`config.mk`:
```
export PLATFORM = sky130hd
export DESIGN_NAME = bamem_queue
export DESIGN_NICKNAME = d
export VERILOG_FILES = /design/src/bamem_pkg.sv /design/src/bamem_queue.sv
export SDC_FILE = /design/constraint.sdc
export NUM_CORES = 1
export LEC_CHECK = 0
export BUFFER_PORTS_ARGS = -buffer_cell sky130_fd_sc_hd__buf_2
export CAP_MARGIN = 20
export CORE_MARGIN = 2
export CORE_UTILIZATION = 25
export DETAILED_ROUTE_END_ITERATION = 12
export GPL_ROUTABILITY_DRIVEN = 0
export GPL_TIMING_DRIVEN = 0
export PLACE_DENSITY = 0.54
export SYNTH_ARGS = -nofsm -noshare
export SYNTH_HDL_FRONTEND = slang
export SYNTH_SLANG_ARGS = --single-unit
```
`constraint.sdc`:
```
create_clock -name clk -period 2.6 [get_ports clk]
set_input_delay 0.39 -clock clk [delete_from_list [all_inputs] [get_ports clk]]
set_output_delay 0.39 -clock clk [all_outputs]
set_load 0.02 [all_outputs]
```
`src/bamem_pkg.sv`:
```
// Shared types and constants for the byte-addressed load/store memory.
package bamem_pkg;

  localparam int MEM_BYTES_DEF   = 16384;
  localparam int QUEUE_DEPTH_DEF = 2;

  localparam logic [2:0] OP_LB  = 3'd0;
  localparam logic [2:0] OP_LBU = 3'd1;
  localparam logic [2:0] OP_LW  = 3'd2;
  localparam logic [2:0] OP_SB  = 3'd3;
  localparam logic [2:0] OP_SW  = 3'd4;

  localparam logic [1:0] ST_OK         = 2'd0;
  localparam logic [1:0] ST_MISALIGNED = 2'd1;
  localparam logic [1:0] ST_RANGE      = 2'd2;

  typedef enum logic [2:0] {
    ACT_LB  = 3'd0,
    ACT_LBU = 3'd1,
    ACT_LW  = 3'd2,
    ACT_SB  = 3'd3,
    ACT_SW  = 3'd4,
    ACT_NOP = 3'd5,
    ACT_REJ = 3'd6
  } act_t;

  typedef struct packed {
    logic [2:0]         opcode;
    logic [31:0]        base_value;
    logic signed [11:0] offset_value;
    logic [31:0]        store_data;
  } in_item_t;

  typedef struct packed {
    logic [31:0] read_data;
    logic [1:0]  status;
  } out_item_t;

  typedef struct packed {
    act_t        act;
    logic [1:0]  status;
    logic [31:0] addr;
    logic [31:0] data;
  } entry_t;

endpackage

```
`src/bamem_queue.sv`:
```
// Small FIFO between front end and back end.
module bamem_queue import bamem_pkg::*; #(
  parameter int DEPTH = QUEUE_DEPTH_DEF
) (
  input  logic   clk,
  input  logic   rst,
  input  logic   push,
  input  entry_t wr_entry,
  input  logic   pop,
  output entry_t rd_entry,
  output logic   full,
  output logic   empty
);

  localparam int PW = (DEPTH > 1) ? $clog2(DEPTH) : 1;
  localparam int CW = $clog2(DEPTH + 1);

  entry_t        slots [DEPTH];
  logic [PW-1:0] wr_ptr;
  logic [PW-1:0] rd_ptr;
  logic [CW-1:0] count;
  logic          do_push;
  logic          do_pop;

  assign full     = (count == CW'(DEPTH));
  assign empty    = (count == '0);
  assign do_push  = push && !full;
  assign do_pop   = pop && !empty;
  assign rd_entry = slots[rd_ptr];

  always_ff @(posedge clk) begin
    if (do_push) begin
      slots[wr_ptr] <= wr_entry;
    end
  end

  always_ff @(posedge clk) begin
    if (rst) begin
      wr_ptr <= '0;
      rd_ptr <= '0;
      count  <= '0;
    end else begin
      if (do_push) begin
        wr_ptr <= (wr_ptr == PW'(DEPTH - 1)) ? '0 : wr_ptr + 1'b1;
      end
      if (do_pop) begin
        rd_ptr <= (rd_ptr == PW'(DEPTH - 1)) ? '0 : rd_ptr + 1'b1;
      end
      count <= count + CW'(do_push) - CW'(do_pop);
    end
  end

endmodule

```
* After elaboration in Yosys (flattened, before gate mapping)
Memory sizes are Yosys's and may differ from the RTL's. A register that Yosys moved wholly into a read port is not among the register bits. Cells that the tools add are included.
Operators by class: add/subtract/negate cells 4, equality and inequality tests 1, muxes and demuxes 6, reduce and logical (&&, ||, !) cells 5
Operators with widths (count):
- $mux 1 | 6
- $add 1x1->1 const B | 2
- $add 2x1->2 | 1
- $eq 2x2->1 const B | 1
- $logic_and 1x1->1 | 2
- $logic_not 1->1 | 2
- $logic_not 2->1 | 1
- $sub 2x1->2 | 1
Word-level totals: register bits 4, RAM bits 138, bits of input ports 73, output and inout bits 71, logic and storage cells 20, memories 1
Memory list:
- slots | depth 2, bits a word 69, rd ports 1, clocked after memory_dff 1, wr ports 1, RTL line bamem_queue.sv:18 | entry_t slots [DEPTH];

* Depth between registers and ports, before layout
depth after elaboration 5, mapped depth 8, mapped depth without buffers 8

* Worst setup path before layout
OpenSTA, ideal clock, no wires.
kind register to register, start register count[0], end memory slots[0][0] (netlist name), enable pin, library setup time 423 ps, arrival time 2236 ps, data required time 2177 ps, setup slack -59 ps, stages on the path, launching flop included 5, buffers on the path 0, period minus slack after synthesis 2659 ps, cell sequence dfxtp_1 nand2b_2 inv_2 or3_1 inv_1
Between the ends: cells in the longest elaborated chain, start to end 5
RTL lines:
- start: declaration | RTL line bamem_queue.sv:21 | logic [CW-1:0] count;
- start signal: assignment | RTL line bamem_queue.sv:49 | count <= count + CW'(do_push) - CW'(do_pop);
- $eq 2x2->1 | RTL line bamem_queue.sv:25 | assign full = (count == CW'(DEPTH));
- via full | RTL line bamem_queue.sv:11 | output logic full,
- $logic_not 1->1 | RTL line bamem_queue.sv:27 | assign do_push = push && !full;
- $logic_and 1x1->1 | RTL line bamem_queue.sv:27
- $mux 1 | RTL line bamem_queue.sv:32 | if (do_push) begin
- $mux 1 (not written as such) | RTL line bamem_queue.sv:33 | slots[wr_ptr] <= wr_entry;
- end: declaration | RTL line bamem_queue.sv:18
The timed path passes the listed nets, and every way through them passes these cells.

* Worst setup path in the final report
start register count[0], end memory slots[0][50] (netlist name), enable pin
Between the ends: cells in the longest elaborated chain, start to end 5
RTL lines (RTL line):
- $eq 2x2->1 | bamem_queue.sv:25
- $logic_not 1->1 | bamem_queue.sv:27
- $logic_and 1x1->1 | bamem_queue.sv:27
- $mux 1 | bamem_queue.sv:32
- $mux 1 (not written as such) | bamem_queue.sv:33
No other way between the ends.

==> reports/qor.txt <==
outcome = finished clean
hold crit path type = primary input to flip-flop
fin. max-slew vios = 0
Seq/Total Area, Yosys = 80.8%
H-tree Lvls = 4
Period minus WS final = 2.18 ns
cells along the critical path = nand2b_2 -> inv_2 -> or3_1 -> clkinvlp_4 -> buf_12
clk sink count = 143
Synth area leaders = edfxtp_1, mux2_2, mux2_4
total grt overflow = 0
met3 Use GR = 3.73%
Distinct cells, synth = 22
PwrDens = 1070 nW/um^2
Worst Path Arrival = 2.28 ns
hold_sp = wr_entry[16]
DR WL/cell = 14.7 um
Tightest Pin Transition = 0.795 ns
endpoints failing setup = 0
Fin. Hold Viols = 0
post-synthesis instance total = 242
Slowest cell on crit path = clkinvlp_4
final core occ = 33.3%
final WL = 10.2 mm
layout cells sized above 1 = 60.9%
Setup CP Type = flip-flop to flip-flop
Root Buffer = clkbuf_16
Fmax achieved = 458 MHz
Die W = 149 um
synth warn = 0
num ports = 144
Yosys reg bits = 143
Residual DRC = 0
met2 Usage GRT = 15.6%
Power, Total = 0.00744 W
Critical path buffers and inverters = 3
CP startpoint = count[0]
CTS clk-pin slew, worst paths = 0.06 ns
Initial Utilization = 25.2%
CTS tree = built
max-cap viol count = 0
LEAKAGE = 2.60 nW
initial antenna violation count = 0
antenna-violating nets left = 0
Syn Area/Cell = 21.7 sq um
Final Cycle Share = 84.0%
die area = 22200 sq um
number of global-route vias before repair = 3002
element type at the critical path end = flip-flop
Post-Syn Area = 5250 sq um
largest fanout on the critical path = 37
post-synthesis net count = 317
Setup Buffers After CTS = 0
DRT Pass-1 Iters = 4
CTS buffer count = 17
Resize count post-CTS = 0
Filler cells = 2070
Most Used Layer, Global Route = met2
largest net degree at the start of global routing = 38
count of port buffers added during placement = 143
DIE HEIGHT = 149 um
Rel. slew slack = 46.9%
layout overhead on the synthesized area = 31.9%
vias = 2708
Via density = 3.90
VDD IR max = 0.000554 V
core area = 20800 sq um
largest area contributor in the netlist = edfxtp_1
Clock Skew = 0.00814 ns
ANT cells = 0
Worst-Skew Late Latency = 0.41 ns
Top delay family on crit path = buffers and inverters
post-DP HPWL = 6.77 mm
clk buf depth = 2
Initial DRC Count = 127
Rows = 53
Crit path required time = 2.70 ns
cts hold-fix bufs = 0
Layout Nets = 481
Reg2Reg Launch Point = count[0]
Worst setup SP type = flip-flop
RSZ-0062 raised after global routing = false
Global Route met1 Usage = 10.5%
Slowest Stage Delay on Critical Path = 0.56 ns
first-pass GRT wire length = 15.5 mm
All-Layer GR Usage = 9.39%
post-synth top area share = 78.9%
[through the flow]
| step | setup TNS, ns | setup slack, ns | hold WS [ns] | cell area, sq um | instances |
|---|---|---|---|---|---|
| global placement | -11.27 | -0.171 | 0.464 | 6310 | 660 |
| floorplan | 0 | 0.430 | 0.451 | 5260 | 242 |
| finish | 0 | 0.415 | 0.164 | 6930 | 694 |
| global route | 0 | 0.213 | 0.135 | 6930 | 694 |
| detailed placement | 0 | 0.370 | 0.494 | 6360 | 662 |
| CTS | 0 | 0.354 | 0.137 | 6930 | 694 |
[routing by layer]
metal	up-vias	routed length, um
met5	-	0
met4	0	185
li1	1275	-
met3	12	597
met1	1340	4260
met2	81	5150
[flip-flops by register name, summed over array words and instances (netlist names), named ones only]
name    count
slots     138
count       2
rd_ptr      1
wr_ptr      1
[cells in the mapped netlist]
| library cell | number |
|---|---|
| a21oi_1 | 1 |
| and2_1 | 1 |
| and3_2 | 1 |
| buf_2 | 5 |
| buf_6 | 3 |
| dfxtp_1 | 5 |
| edfxtp_1 | 138 |
| ha_1 | 2 |
| inv_1 | 3 |
| inv_2 | 1 |
| mux2_2 | 59 |
| mux2_4 | 10 |
| nand2_1 | 1 |
| nand2b_2 | 1 |
| nor2_1 | 4 |
| nor2b_1 | 1 |
| nor3_1 | 1 |
| o21a_1 | 1 |
| o21ai_0 | 1 |
| or3_1 | 1 |
| xnor2_1 | 1 |
| xor2_1 | 1 |
[path summary, 6_finish.rpt]
check                  to  slack (ns)  cells past startpoint
max          slots[0][50]        0.42                      5
min          slots[1][16]        0.16                      1
max reg2reg  slots[0][50]        0.42                      5
min reg2reg        wr_ptr        0.50                      2
[cells by family after synthesis]
logic type | after synthesis | synth area share [%]
compound gates | 3 | 0.333
xor+xnor | 2 | 0.334
fa+ha+maj | 2 | 0.476
buf+inv | 12 | 1.41
flops | 143 | 80.8
mux | 69 | 15.5
simple gates | 11 | 1.12
[layout make-up]
class / count / area, sq um / area share [%]
Timing Repair Buffer: 145 / 756 / 10.9
Tap cell: 275 / 344 / 4.97
Inverter: 4 / 18.8 / 0.271
Clock buffer: 18 / 429 / 6.20
Buffer: 8 / 58.8 / 0.849
Sequential cell: 143 / 4240 / 61.3
Multi-Input combinational cell: 87 / 937 / 13.5
Clock inverter: 14 / 139 / 2.01
[power by group]
part           internal (W)  switching, W
clock               0.00141      0.000949
sequential          0.00294     0.0000850
combinational      0.000850       0.00121
[placed cells by master, fill, tap and decap left out]
cell type / count
nor2_1: 4
clkinv_4: 2
or3_1: 1
xor2_1: 1
clkinv_1: 2
bufinv_16: 2
nor2b_1: 1
clkbuf_1: 1
ha_1: 2
nand2_1: 1
inv_2: 1
clkinv_2: 4
edfxtp_1: 138
inv_1: 2
dfxtp_1: 5
and2_1: 1
o21ai_0: 1
mux2_4: 10
buf_2: 148
inv_6: 3
clkbuf_16: 17
xnor2_1: 1
and3_4: 1
a21oi_1: 1
buf_12: 2
buf_6: 3
o21a_1: 1
nand2b_2: 1
clkinvlp_4: 2
mux2_2: 59
nor3_1: 1
[worst register-to-register path, cell delays in order, from the launching register on]
cell and delay, ns:
dfxtp_1 0.38, nand2b_2 0.17, inv_2 0.05, or3_1 0.36, clkinvlp_4 0.56, buf_12 0.31
Note: power is estimated with default switching activity, not from simulation.
