## src/bamem_pkg.sv

```systemverilog
// Shared types and constants for the byte-addressed load/store memory.
package bamem_pkg;

  localparam int MEM_BYTES_DEF   = 16384;
  localparam int QUEUE_DEPTH_DEF = 2;

  localparam logic [2:0] OP_LB  = 3'd0;
  localparam logic [2:0] OP_LBU = 3'd1;
  localparam logic [2:0] OP_LW  = 3'd2;
  localparam logic [2:0] OP_SB  = 3'd3;
  localparam logic [2:0] OP_SW  = 3'd4;

  localparam logic [1:0] ST_OK         = 2'd0;
  localparam logic [1:0] ST_MISALIGNED = 2'd1;
  localparam logic [1:0] ST_RANGE      = 2'd2;

  typedef enum logic [2:0] {
    ACT_LB  = 3'd0,
    ACT_LBU = 3'd1,
    ACT_LW  = 3'd2,
    ACT_SB  = 3'd3,
    ACT_SW  = 3'd4,
    ACT_NOP = 3'd5,
    ACT_REJ = 3'd6
  } act_t;

  typedef struct packed {
    logic [2:0]         opcode;
    logic [31:0]        base_value;
    logic signed [11:0] offset_value;
    logic [31:0]        store_data;
  } in_item_t;

  typedef struct packed {
    logic [31:0] read_data;
    logic [1:0]  status;
  } out_item_t;

  typedef struct packed {
    act_t        act;
    logic [1:0]  status;
    logic [31:0] addr;
    logic [31:0] data;
  } entry_t;

endpackage

```

## src/bamem_front.sv

```systemverilog
// Front end: effective address, alignment and range checks, access classification.
module bamem_front import bamem_pkg::*; #(
  parameter int MEM_BYTES = MEM_BYTES_DEF
) (
  input  in_item_t request,
  output entry_t   entry
);

  localparam logic [31:0] LAST_BYTE = 32'(MEM_BYTES - 1);
  localparam logic [31:0] LAST_WORD = 32'(MEM_BYTES - 4);

  logic [31:0] addr;
  logic        is_word;
  logic        is_load;
  logic        valid_op;

  assign addr     = request.base_value + {{20{request.offset_value[11]}},
                                          request.offset_value};
  assign is_word  = (request.opcode == OP_LW) || (request.opcode == OP_SW);
  assign is_load  = request.opcode inside {OP_LB, OP_LBU, OP_LW};
  assign valid_op = request.opcode inside {OP_LB, OP_LBU, OP_LW, OP_SB, OP_SW};

  always_comb begin
    entry.addr   = addr;
    entry.data   = request.store_data;
    entry.status = ST_OK;
    entry.act    = ACT_NOP;
    if (!valid_op) begin
      entry.act = ACT_NOP;
    end else if (is_word && (addr[1:0] != 2'd0)) begin
      entry.status = ST_MISALIGNED;
    end else if (is_word ? (addr > LAST_WORD) : (addr > LAST_BYTE)) begin
      entry.status = ST_RANGE;
    end else begin
      case (request.opcode)
        OP_LB:   entry.act = ACT_LB;
        OP_LBU:  entry.act = ACT_LBU;
        OP_LW:   entry.act = ACT_LW;
        OP_SB:   entry.act = ACT_SB;
        OP_SW:   entry.act = ACT_SW;
        default: entry.act = ACT_NOP;
      endcase
    end
    if (valid_op && (entry.status != ST_OK)) begin
      entry.act = is_load ? ACT_REJ : ACT_NOP;
    end
  end

endmodule

```

## config.mk

```make
export PLATFORM = sky130hd
export DESIGN_NAME = bamem_front
export DESIGN_NICKNAME = d
export VERILOG_FILES = /design/src/bamem_pkg.sv /design/src/bamem_front.sv
export SDC_FILE = /design/constraint.sdc
export NUM_CORES = 1
export LEC_CHECK = 0
export ABC_AREA = 1
export ABC_CLOCK_PERIOD_IN_PS = 2300
export BUFFER_PORTS_ARGS = -buffer_cell sky130_fd_sc_hd__buf_2
export CAP_MARGIN = 20
export CORE_ASPECT_RATIO = 0.8
export CORE_MARGIN = 10
export CORE_UTILIZATION = 50
export DETAILED_ROUTE_END_ITERATION = 12
export PLACE_DENSITY_LB_ADDON = 0.1
export SYNTH_ARGS = -nofsm -noshare
export SYNTH_HDL_FRONTEND = slang
export SYNTH_SLANG_ARGS = --single-unit
```

## constraint.sdc

```tcl
create_clock -name vclk -period 2.3
set_clock_uncertainty 0.05 [all_clocks]
set_input_delay 0 -clock vclk [all_inputs]
set_output_delay 0 -clock vclk [all_outputs]
set_load 0.02 [all_outputs]
```

; ---- Word-level counts from Yosys, hierarchy flattened
; Index checks and enable logic that the tools add are counted.
[word_totals]
ff_bits = 0
inputBits = 79
[op_classes]
addsub = 1
order_cmp = 2
eq_ne = 4
n_mux = 10
n_reduce_logical = 8
[op_table]
columns = cell, count
row1 = "> comparator 32 x 14 -> 1 bit, second input constant", 2
row2 = adder 32 bit, 1
row3 = case mux 3 bit (5 select lines), 1
row4 = two-way mux 3 bit, 4
row5 = two-way mux 2 bit, 4
row6 = "== test 3 x 2 -> 1 bit, second input constant", 2
row7 = nonzero test 5 bit, 1
row8 = nonzero test 2 bit, 2
row9 = "== test 3 x 1 -> 1 bit, second input constant", 1
row10 = "== test 3 bit, second input constant", 1
row11 = zero test 3 bit, 1
row12 = nonzero test 3 bit, 1
row13 = logical AND 1 bit, 2
row14 = logical OR 1 bit, 1
row15 = two-way mux 1 bit, 1

; ---- Longest topological paths before layout
; Gate-level depths: netlist of run 1.
[depth]
depth_word = 9
depth_mapped = 20
mapped_depth_nobuf = 20

; ---- Least setup slack after synthesis of run 1
; Ideal clock, no wire load.
[synth_timing]
path_type = input to output
from = input request[32] (netlist name)
to = output entry[66] (netlist name)
t_arrival_ps = 2216
t_required_ps = 2250
slack_ps = 34
stages = 15
path_buffers = 0
cell_sequence = ha_1 > fa_1 > nand3_1 > nand3_2 > xor2_1 > nand3_1 > nor2_1 > nand2_1 > nor2_1 > nand3_1 > nand2_1 > inv_1 > nand3_2 > nor2_1 > a21oi_1
[synth_lines]
columns = item, line
row1 = "start, declared", bamem_front.sv:5  ; input in_item_t request,
row2 = "end, declared", bamem_front.sv:6  ; output entry_t entry

==> results of run 1 <==
[cell type report]
| type | instances | area share (%) |
|---|---|---|
| Tap cell | 81 | 2.08 |
| Timing Repair Buffer | 187 | 27.5 |
| Multi-Input combinational cell | 467 | 59.1 |
| Inverter | 147 | 11.3 |
[cell families (layout without fill, tap and decap cells)]
family	count (synthesis)	count (layout)	synth area share [%]
buffers and inverters	179	334	25.4
adders and majority gates	32	32	13.1
xor gates and xnor gates	4	4	1.13
AOI/OAI and AO/OA	20	20	3.54
and+or+nand+nor	411	411	56.8
[metrics by stage]
| stage | std cells | setup TNS, ns |
|---|---|---|
| 2_1_floorplan | 646 | 0 |
| 3_3_place_gp | 845 | -0.561 |
| 3_5_place_dp | 845 | -0.486 |
| 4_1_cts | 877 | 0 |
| 5_1_grt | 882 | -0.469 |
| 6_report | 882 | 0 |
[worst min-delay path by stage]
stage / startpoint / end / slack [ns] / cells past startpoint
2_1_floorplan: request[0] / entry[0] / 0.06 / 1
3_3_place_gp: request[2] / entry[2] / -0.05 / 0
3_5_place_dp: request[2] / entry[2] / -0.05 / 0
4_1_cts: request[44] / entry[32] / 0.32 / 3
5_1_grt: request[32] / entry[32] / 0.30 / 3
6_report: request[32] / entry[32] / 0.29 / 3
[timing repair]
| item | CTS | global route |
|---|---|---|
| cloned | 0 | 1 |
| setup endpoints to repair | 4 | 4 |
| setup buffers | 0 | 4 |
| hold endpoints to repair | 32 | 0 |
| hold buffers | 32 | 0 |
| gates resized for setup | 22 | 96 |
| pin swaps | 2 | 22 |
[power breakdown]
part	internal (mW)	switching, mW
Sequential	0	0
Combinational	0.640	0.918
Clock	0	0
[cells in the final DEF, fill, tap and decap left out, types with 2 or more instances in the layout]
cell type      count
nand3_1           35
nand2_2           32
nor2_2            15
o21ai_0            2
nand3_2           10
buf_6              4
ha_4              24
ha_1               4
nor2_1            33
buf_2             77
nand2_4            6
a21oi_2            5
buf_4             72
xnor2_1            2
dlygate4sd3_1     32
a21oi_1           11
nor2_4             9
inv_1            136
nor3_1             3
inv_2             11
nand4_1            9
ha_2               3
xor2_2             2
nand3b_1           6
nand2_1          244
and2_1             2
nor3_2             2
[routing by layer]
layer  vias to the layer above  GRT usage (%)  wire, um
met5                         -              0         0
met4                         0           2.33       117
met3                        20           2.35      1200
met2                       216           36.7      6190
met1                      2030           30.8      5590
li1                       2219              -         -
==> impl_results.md, run 1 <==
- RSZ-0062 raised after global routing: true
- Area occupied by registers: 0 um^2
- Starting DRT DRC Count: between 300 and 400
- DIE AREA: a little under 10000 um^2
- Worst Setup SP: request[44]
- Placed Area: around 3900 um^2
- Total track usage: around 22%
- # clk buffers: 0
- Worst-Margin Slew: roughly 0.34 ns
- Wirelength, routed: around 13000 um
- Post-Synthesis Cells: about 650
- Hold crit path type: in2out
- Crit-path leading delay family: simple AND/OR/NAND/NOR gates
- IO Pins: between 100 and 150
- Crit-path cells: buf_6, ha_4, fa_2, nand3_2, nand3_4, nand2_2, nand2_1, nand3_1, nand2_1, nand2_1, nand2_2, nor2_4, nand3_2, nor2_4, nand4_1, a21oi_2, buf_4
- Via count: roughly 4500
- Post-synth top area cell: nand2_1
- Rows: 25
- Startpoint types: input pin
- Rel. slew slack: between 70 and 80%
- Post-route cell area: 4880 um^2
- Largest net degree at the start of global routing: 20
- Antenna diode count: 0
- DP Worst Slack: -0.158 ns
- Drc violations: 0
- Max Cap Violations: 0
- Layout area overhead: 56.8%
- Layout cell share with drive strength beyond 1: 34.8%
- Final core utilization: slightly above 80%
- Worst Setup EP: entry[66]
- Leakage: slightly below 3 nW
- Input/output buffers: 84
- Vias in the first global route: between 4000 and 5000
- Required time of the critical path: 2.25 ns
- Peak supply drop: ~0.19 mV
- Critical path buffers and inverters: 2
- Ys Warns: 0
- F_max: about 440 MHz
- Most numerous cell in the Yosys netlist: nand2_1
- Final Hold Viols: 0
- Post-route minimum period: 2.27 ns
- Remaining Overflow, GRT: 0
- Cell variety after synth: 28
- Initial Util: a little over half
- DP Wirelength: around 9500 um
- Dominant cells by area after synthesis: nand2_1 33%, inv_1 17%, ha_1 12%, buf_4 7.7%, nand3_1 6.6%
- Cell mode on critical path: nand2_1
- CP max FO: 5
- Final hold slack: around 0.29 ns
- CP max stage delay: around 0.38 ns
- Worst setup EP type: output port
- Worst setup margin: 0.0287 ns
- Initial antenna violation count: 0
- Area taken by multi-input logic gates: 2890 um^2
- Seq/Total Area, Yosys: 0%
- Slew Viols, Final: 0
- Most frequent cells after synthesis: 271 x nand2_1, 139 x inv_1, 46 x nor2_1
- Mapped Area: 3110 um^2
- Mean post-synth cell area: 4.82 um^2
- Period utilization: between 90% and 100%
- Routed len/inst: 14.9 um
- Final Setup Violations: 0
- Fillers: 459
- CP arrival: around 2.2 ns
- Final GP Congestion: around 0.96
- CP max-delay cell: fa_2
- Cell Pwr Density: roughly 320 nW/um^2
- Final sequential cell count: 0
- Status: complete, no violations
- Vias per cell: approximately 5
- Setup CP Type: in2out
- Pwr Total: ~1.6 mW
- Core region area: 5970 um^2
- Yosys top cell area share: 32.7%
- Routed Antenna Nets: 0
- First-pass GRT wire length: about 19000 um
- Die W: 108 um
- DR pass1 iterations: 5
- Nets@finish: roughly 900
- Die Y: approximately 90 um
- Critical Path Stages: 17
- Syn nets: ~760
Power figures use the tool's default switching activity.
==> run 2: changes to the inputs <==
--- a/config.mk
+++ b/config.mk
@@ -5,13 +5,13 @@
 export SDC_FILE = /design/constraint.sdc
 export NUM_CORES = 1
 export LEC_CHECK = 0
-export ABC_AREA = 1
+export ABC_AREA = 0
 export ABC_CLOCK_PERIOD_IN_PS = 2300
 export BUFFER_PORTS_ARGS = -buffer_cell sky130_fd_sc_hd__buf_2
 export CAP_MARGIN = 20
 export CORE_ASPECT_RATIO = 0.8
 export CORE_MARGIN = 10
-export CORE_UTILIZATION = 50
+export CORE_UTILIZATION = 46
 export DETAILED_ROUTE_END_ITERATION = 12
 export PLACE_DENSITY_LB_ADDON = 0.1
 export SYNTH_ARGS = -nofsm -noshare
==> constraint.sdc (replaced) <==
create_clock -name vclk -period 2.3
set_clock_uncertainty 0.05 [all_clocks]
set_input_delay 0.23 -clock vclk [all_inputs]
set_output_delay 0.23 -clock vclk [all_outputs]
set_load 0.01 [all_outputs]
==> run 2 against run 1 <==
  * Synthesized cell count shrank 47%
  * The run now fails in 5_1_grt
  * Area after synthesis decreased by 23%
==> impl_results.md, run 2 <==
- Status: stopped before the end (was complete, no violations)
- Stopped at: 5_1_grt
- Err: [ERROR DPL-0038] Utilization greater than 100%, impossible to legalize
- Mapped Area: 2400 um^2 (was 3110 um^2)
- IO Pins: 148 (unchanged)
- Cell variety after synth: 61 (was 28)
- Ys Warns: 0 (unchanged)
- Initial Util: 47.6% (was 52.1%)
- Yosys top cell area share: 16.2% (was 32.7%)
- Mean post-synth cell area: 6.97 um^2 (was 4.82 um^2)
- Input/output buffers: 84 (unchanged)
- Final GP Congestion: 0.917 (was 0.955)
- Worst endpoint type: top-level output
- Die W: 101 um (was 108 um)
- Rows: 23 (was 25)
- Post-synth top area cell: ha_1 (was nand2_1)
- Largest net degree at the start of global routing: 9
- DP Wirelength: 8050 um (was 9540 um)
- Seq/Total Area, Yosys: 0% (unchanged)
- # hold bufs at CTS: 0 (was 32)
- Most frequent cells after synthesis: 36 x buf_4, 34 x a21oi_1, 31 x ha_1, 31 x nand2_1, 27 x nor2_1 (was 271 x nand2_1, 139 x inv_1, 46 x nor2_1)
- Dominant cells by area after synthesis: ha_1 16%, buf_4 11%, a21oi_1 7.1%, nand2_1 4.9%, xnor2_1 4.4% (was nand2_1 33%, inv_1 17%, ha_1 12%, buf_4 7.7%, nand3_1 6.6%)
- Most numerous cell in the Yosys netlist: buf_4 (was nand2_1)
- Syn nets: 455 (was 757)
- Die Y: 84.6 um (was 90.6 um)
- Worst_ep grt: entry[67]
- Post-Synthesis Cells: 344 (was 646)
run 2: kinds of logic after synthesis:
logic type	after synthesis	share of synthesized area, %
buffers and inverters	50	13.7
adders and majority gates	32	17.0
muxes	2	0.888
xor gates and xnor gates	23	8.41
AOI/OAI and AO/OA	115	34.0
and+or+nand+nor	122	26.0
run 2: timing repair:
action | 4_1_cts
setup endpoints to repair | 27
pin swaps | 32
gates cloned | 0
hold endpoints to repair | 0
resized for setup | 101
setup buffers | 18
run 2: per-stage QoR:
| stage | instances | cell area (um^2) | worst slack (ns) | utilization, % |
|---|---|---|---|---|
| 2_1_floorplan | 344 | 2470 | -0.979 | - |
| 3_3_place_gp | 589 | 3730 | -1.29 | 74.2 |
| 3_5_place_dp | 589 | 3730 | -1.41 | 74.2 |
| 4_1_cts | 606 | 4460 | -1.28 | 88.6 |
==> run 3: changes to the inputs <==
--- a/config.mk
+++ b/config.mk
@@ -9,11 +9,10 @@
 export ABC_CLOCK_PERIOD_IN_PS = 2300
 export BUFFER_PORTS_ARGS = -buffer_cell sky130_fd_sc_hd__buf_2
 export CAP_MARGIN = 20
-export CORE_ASPECT_RATIO = 0.8
 export CORE_MARGIN = 10
-export CORE_UTILIZATION = 46
+export CORE_UTILIZATION = 40
 export DETAILED_ROUTE_END_ITERATION = 12
-export PLACE_DENSITY_LB_ADDON = 0.1
+export PLACE_DENSITY_LB_ADDON = 0.15
 export SYNTH_ARGS = -nofsm -noshare
 export SYNTH_HDL_FRONTEND = slang
 export SYNTH_SLANG_ARGS = --single-unit
==> run 3 against run 2 <==
  * The flow now finishes, with violations (setup timing)
  * Synthesized cell count is the same
  * Area after synthesis unchanged
==> impl_results.md, run 3 <==
- CP max-delay cell: or4b_4
- Crit-path leading delay family: compound AO/OA/AOI/OAI gates
- Worst setup EP type: output port
- CP max FO: 3
- Worst setup margin: -1.44 ns
- Final GP Congestion: 0.930 (was 0.917)
- Cell mode on critical path: buf_6
- Cell Pwr Density: 375 nW/um^2
- DR pass1 iterations: 5
- Die Y: 97.4 um (was 84.6 um)
- Post-Layout Cell Count: 625
- Initial Util: 41.0% (was 47.6%)
- Post-synthesis compound-gate area fraction: 34.0% (unchanged)
- Largest net degree at the start of global routing: 9
- Met2 Use GR: between 30% and 40%
- RSZ-0062 raised after global routing: true
- Area occupied by registers: 0 um^2
- Input/output buffers: 84 (unchanged)
- Commonest non-fill, non-tap cell in the layout: buf_4
- Final sequential cell count: 0
- Fin Setup TNS: -10.79 ns
- Post-route cell area: 5010 um^2
- Total track usage: approximately a fifth
- Max Cap Violations: 0
- Fraction of the mapped netlist area in simple logic gates: 26.0% (unchanged)
- CP max stage delay: ~0.52 ns
- Syn nets: 455 (unchanged)
- IO Pins: 148 (unchanged)
- Layout area overhead: 109%
- Nets@finish: about 660
- Rows: 28 (was 23)
- Starting DRT DRC Count: 249
- Antenna diode count: 0
- Seq/Total Area, Yosys: 0% (unchanged)
- Ys Warns: 0 (unchanged)
- Most frequent cells after synthesis: 36 x buf_4, 34 x a21oi_1, 31 x ha_1, 31 x nand2_1, 27 x nor2_1 (unchanged)
- Core region area: between 5000 and 6000 um^2
- Post-route minimum period: roughly 3.7 ns
- Hold crit path type: in2out
- Peak supply drop: around 0.25 mV
- Slew Viols, Final: 0
- Post-synth top area cell: ha_1 (unchanged)
- Synth Area in Adders: 17.0% (unchanged)
- DP Wirelength: 7780 um (was 8050 um)
- Wirelength, routed: 12400 um
- Period utilization: 163%
- Routed len/inst: roughly 20 um
- # clk buffers: 0
- Violated checks: setup timing
- # hold bufs at CTS: 0 (unchanged)
- Crit-path cells: buf_6, ha_4, fa_2, a211oi_4, o211ai_1, a21oi_2, o221ai_4, a41oi_4, o31ai_4, xnor2_2, or4b_4, nor3_4, mux2_4, buf_6
- Remaining Overflow, GRT: 0
- Layout cell share with drive strength beyond 1: about two thirds
- Mapped Area: 2400 um^2 (unchanged)
- Post-Synthesis Cells: 344 (unchanged)
- Combinational family with the most area after synthesis: compound AO/OA/AOI/OAI gates (unchanged)
- Final Hold Viols: 0
- Yosys top cell area share: 16.2% (unchanged)
- Required time of the critical path: around 2.0 ns
- Post-synthesis mux area share: 0.888% (unchanged)
- Placed Area: 3750 um^2 (was 3730 um^2)
- Rel. slew slack: 68.3%
- GRT met3 Usage: under 10%
- Via count: about 3600
- Mean post-synth cell area: 6.97 um^2 (unchanged)
- Post-Synth XOR/XNOR Area: 8.41% (unchanged)
- DIE AREA: between 9000 and 10000 um^2
- Final core utilization: around 86%
- Cell variety after synth: 61 (unchanged)
- Status: finished with violations (was stopped before the end)
- Most numerous cell in the Yosys netlist: buf_4 (unchanged)
- Leakage: ~2.2 nW
- Initial antenna violation count: 0
- Final hold slack: 0.410 ns
- Drc violations: 0
- GR peak layer: met2
- Worst-Margin Slew: roughly 0.47 ns
- Final Setup Violations: 23
- Met1 Track Usage GR: 22.3%
- Dominant cells by area after synthesis: ha_1 16%, buf_4 11%, a21oi_1 7.1%, nand2_1 4.9%, xnor2_1 4.4% (unchanged)
- Routed Antenna Nets: 0
- Die W: 97.4 um (was 101 um)
- First-pass GRT wire length: between 15000 and 20000 um
- Setup CP Type: in2out
- Vias in the first global route: approximately 3600
- Most frequent cells in the layout: 147 x buf_4, 61 x buf_2, 37 x buf_6
- Placed Instances: 602 (was 589)
- Startpoint types: input pin
- Vias per cell: 5.76
- Fillers: about 310
- CP arrival: about 3.5 ns
- Critical path buffers and inverters: 2
- F_max: roughly 270 MHz
==> run 3: cell counts after synthesis <==
Identical to the previous run, type by type.
==> run 3: area by class of cell <==
type / instances / area (um^2) / area share [%]
Multi-Input combinational cell: 294 / 2970 / 59.3
Timing Repair Buffer: 249 / 1920 / 38.3
Tap cell: 75 / 93.8 / 1.87
Inverter: 7 / 26.3 / 0.525
==> run 3: worst paths after layout <==
kind / depth (start not counted) / to / slack, ns / from
max: 14 / entry[67] / -1.44 / request[32]
min: 0 / entry[16] / 0.41 / request[16]
==> run 3: routing by layer <==
layer | part of all wire (%) | vias up
met3 | 7.3 | 46
li1 | - | 1676
met1 | 39 | 1694
met2 | 50 | 183
met4 | 3.6 | 0
met5 | 0 | -
==> run 3: stage by stage <==
| step | setup WS [ns] | total power [mW] |
|---|---|---|
| floorplan | -0.979 | 0.699 |
| global placement | -1.31 | 1.30 |
| detailed placement | -1.48 | 1.32 |
| CTS | -1.33 | 1.55 |
| global route | -1.54 | 1.99 |
| finish | -1.44 | 1.88 |
==> run 3: power breakdown <==
part	switching, mW	total [mW]	internal [mW]
Combinational	0.881	1.88	0.998
Sequential	0	0	0
Clock	0	0	0
Total	0.881	1.88	0.998
==> run 3: kinds of logic after synthesis <==
logic type | count (synthesis)
mux | 2
buf+inv | 50
fa+ha+maj | 32
xor+xnor | 23
simple gates | 122
compound gates | 115
==> run 3: repair_timing <==
item | in CTS | in global routing
endpoints found under the setup margin | 28 | 28
setup buffers | 13 | 23
resized for setup | 87 | 93
cloned | 1 | 0
pin swaps | 25 | 43
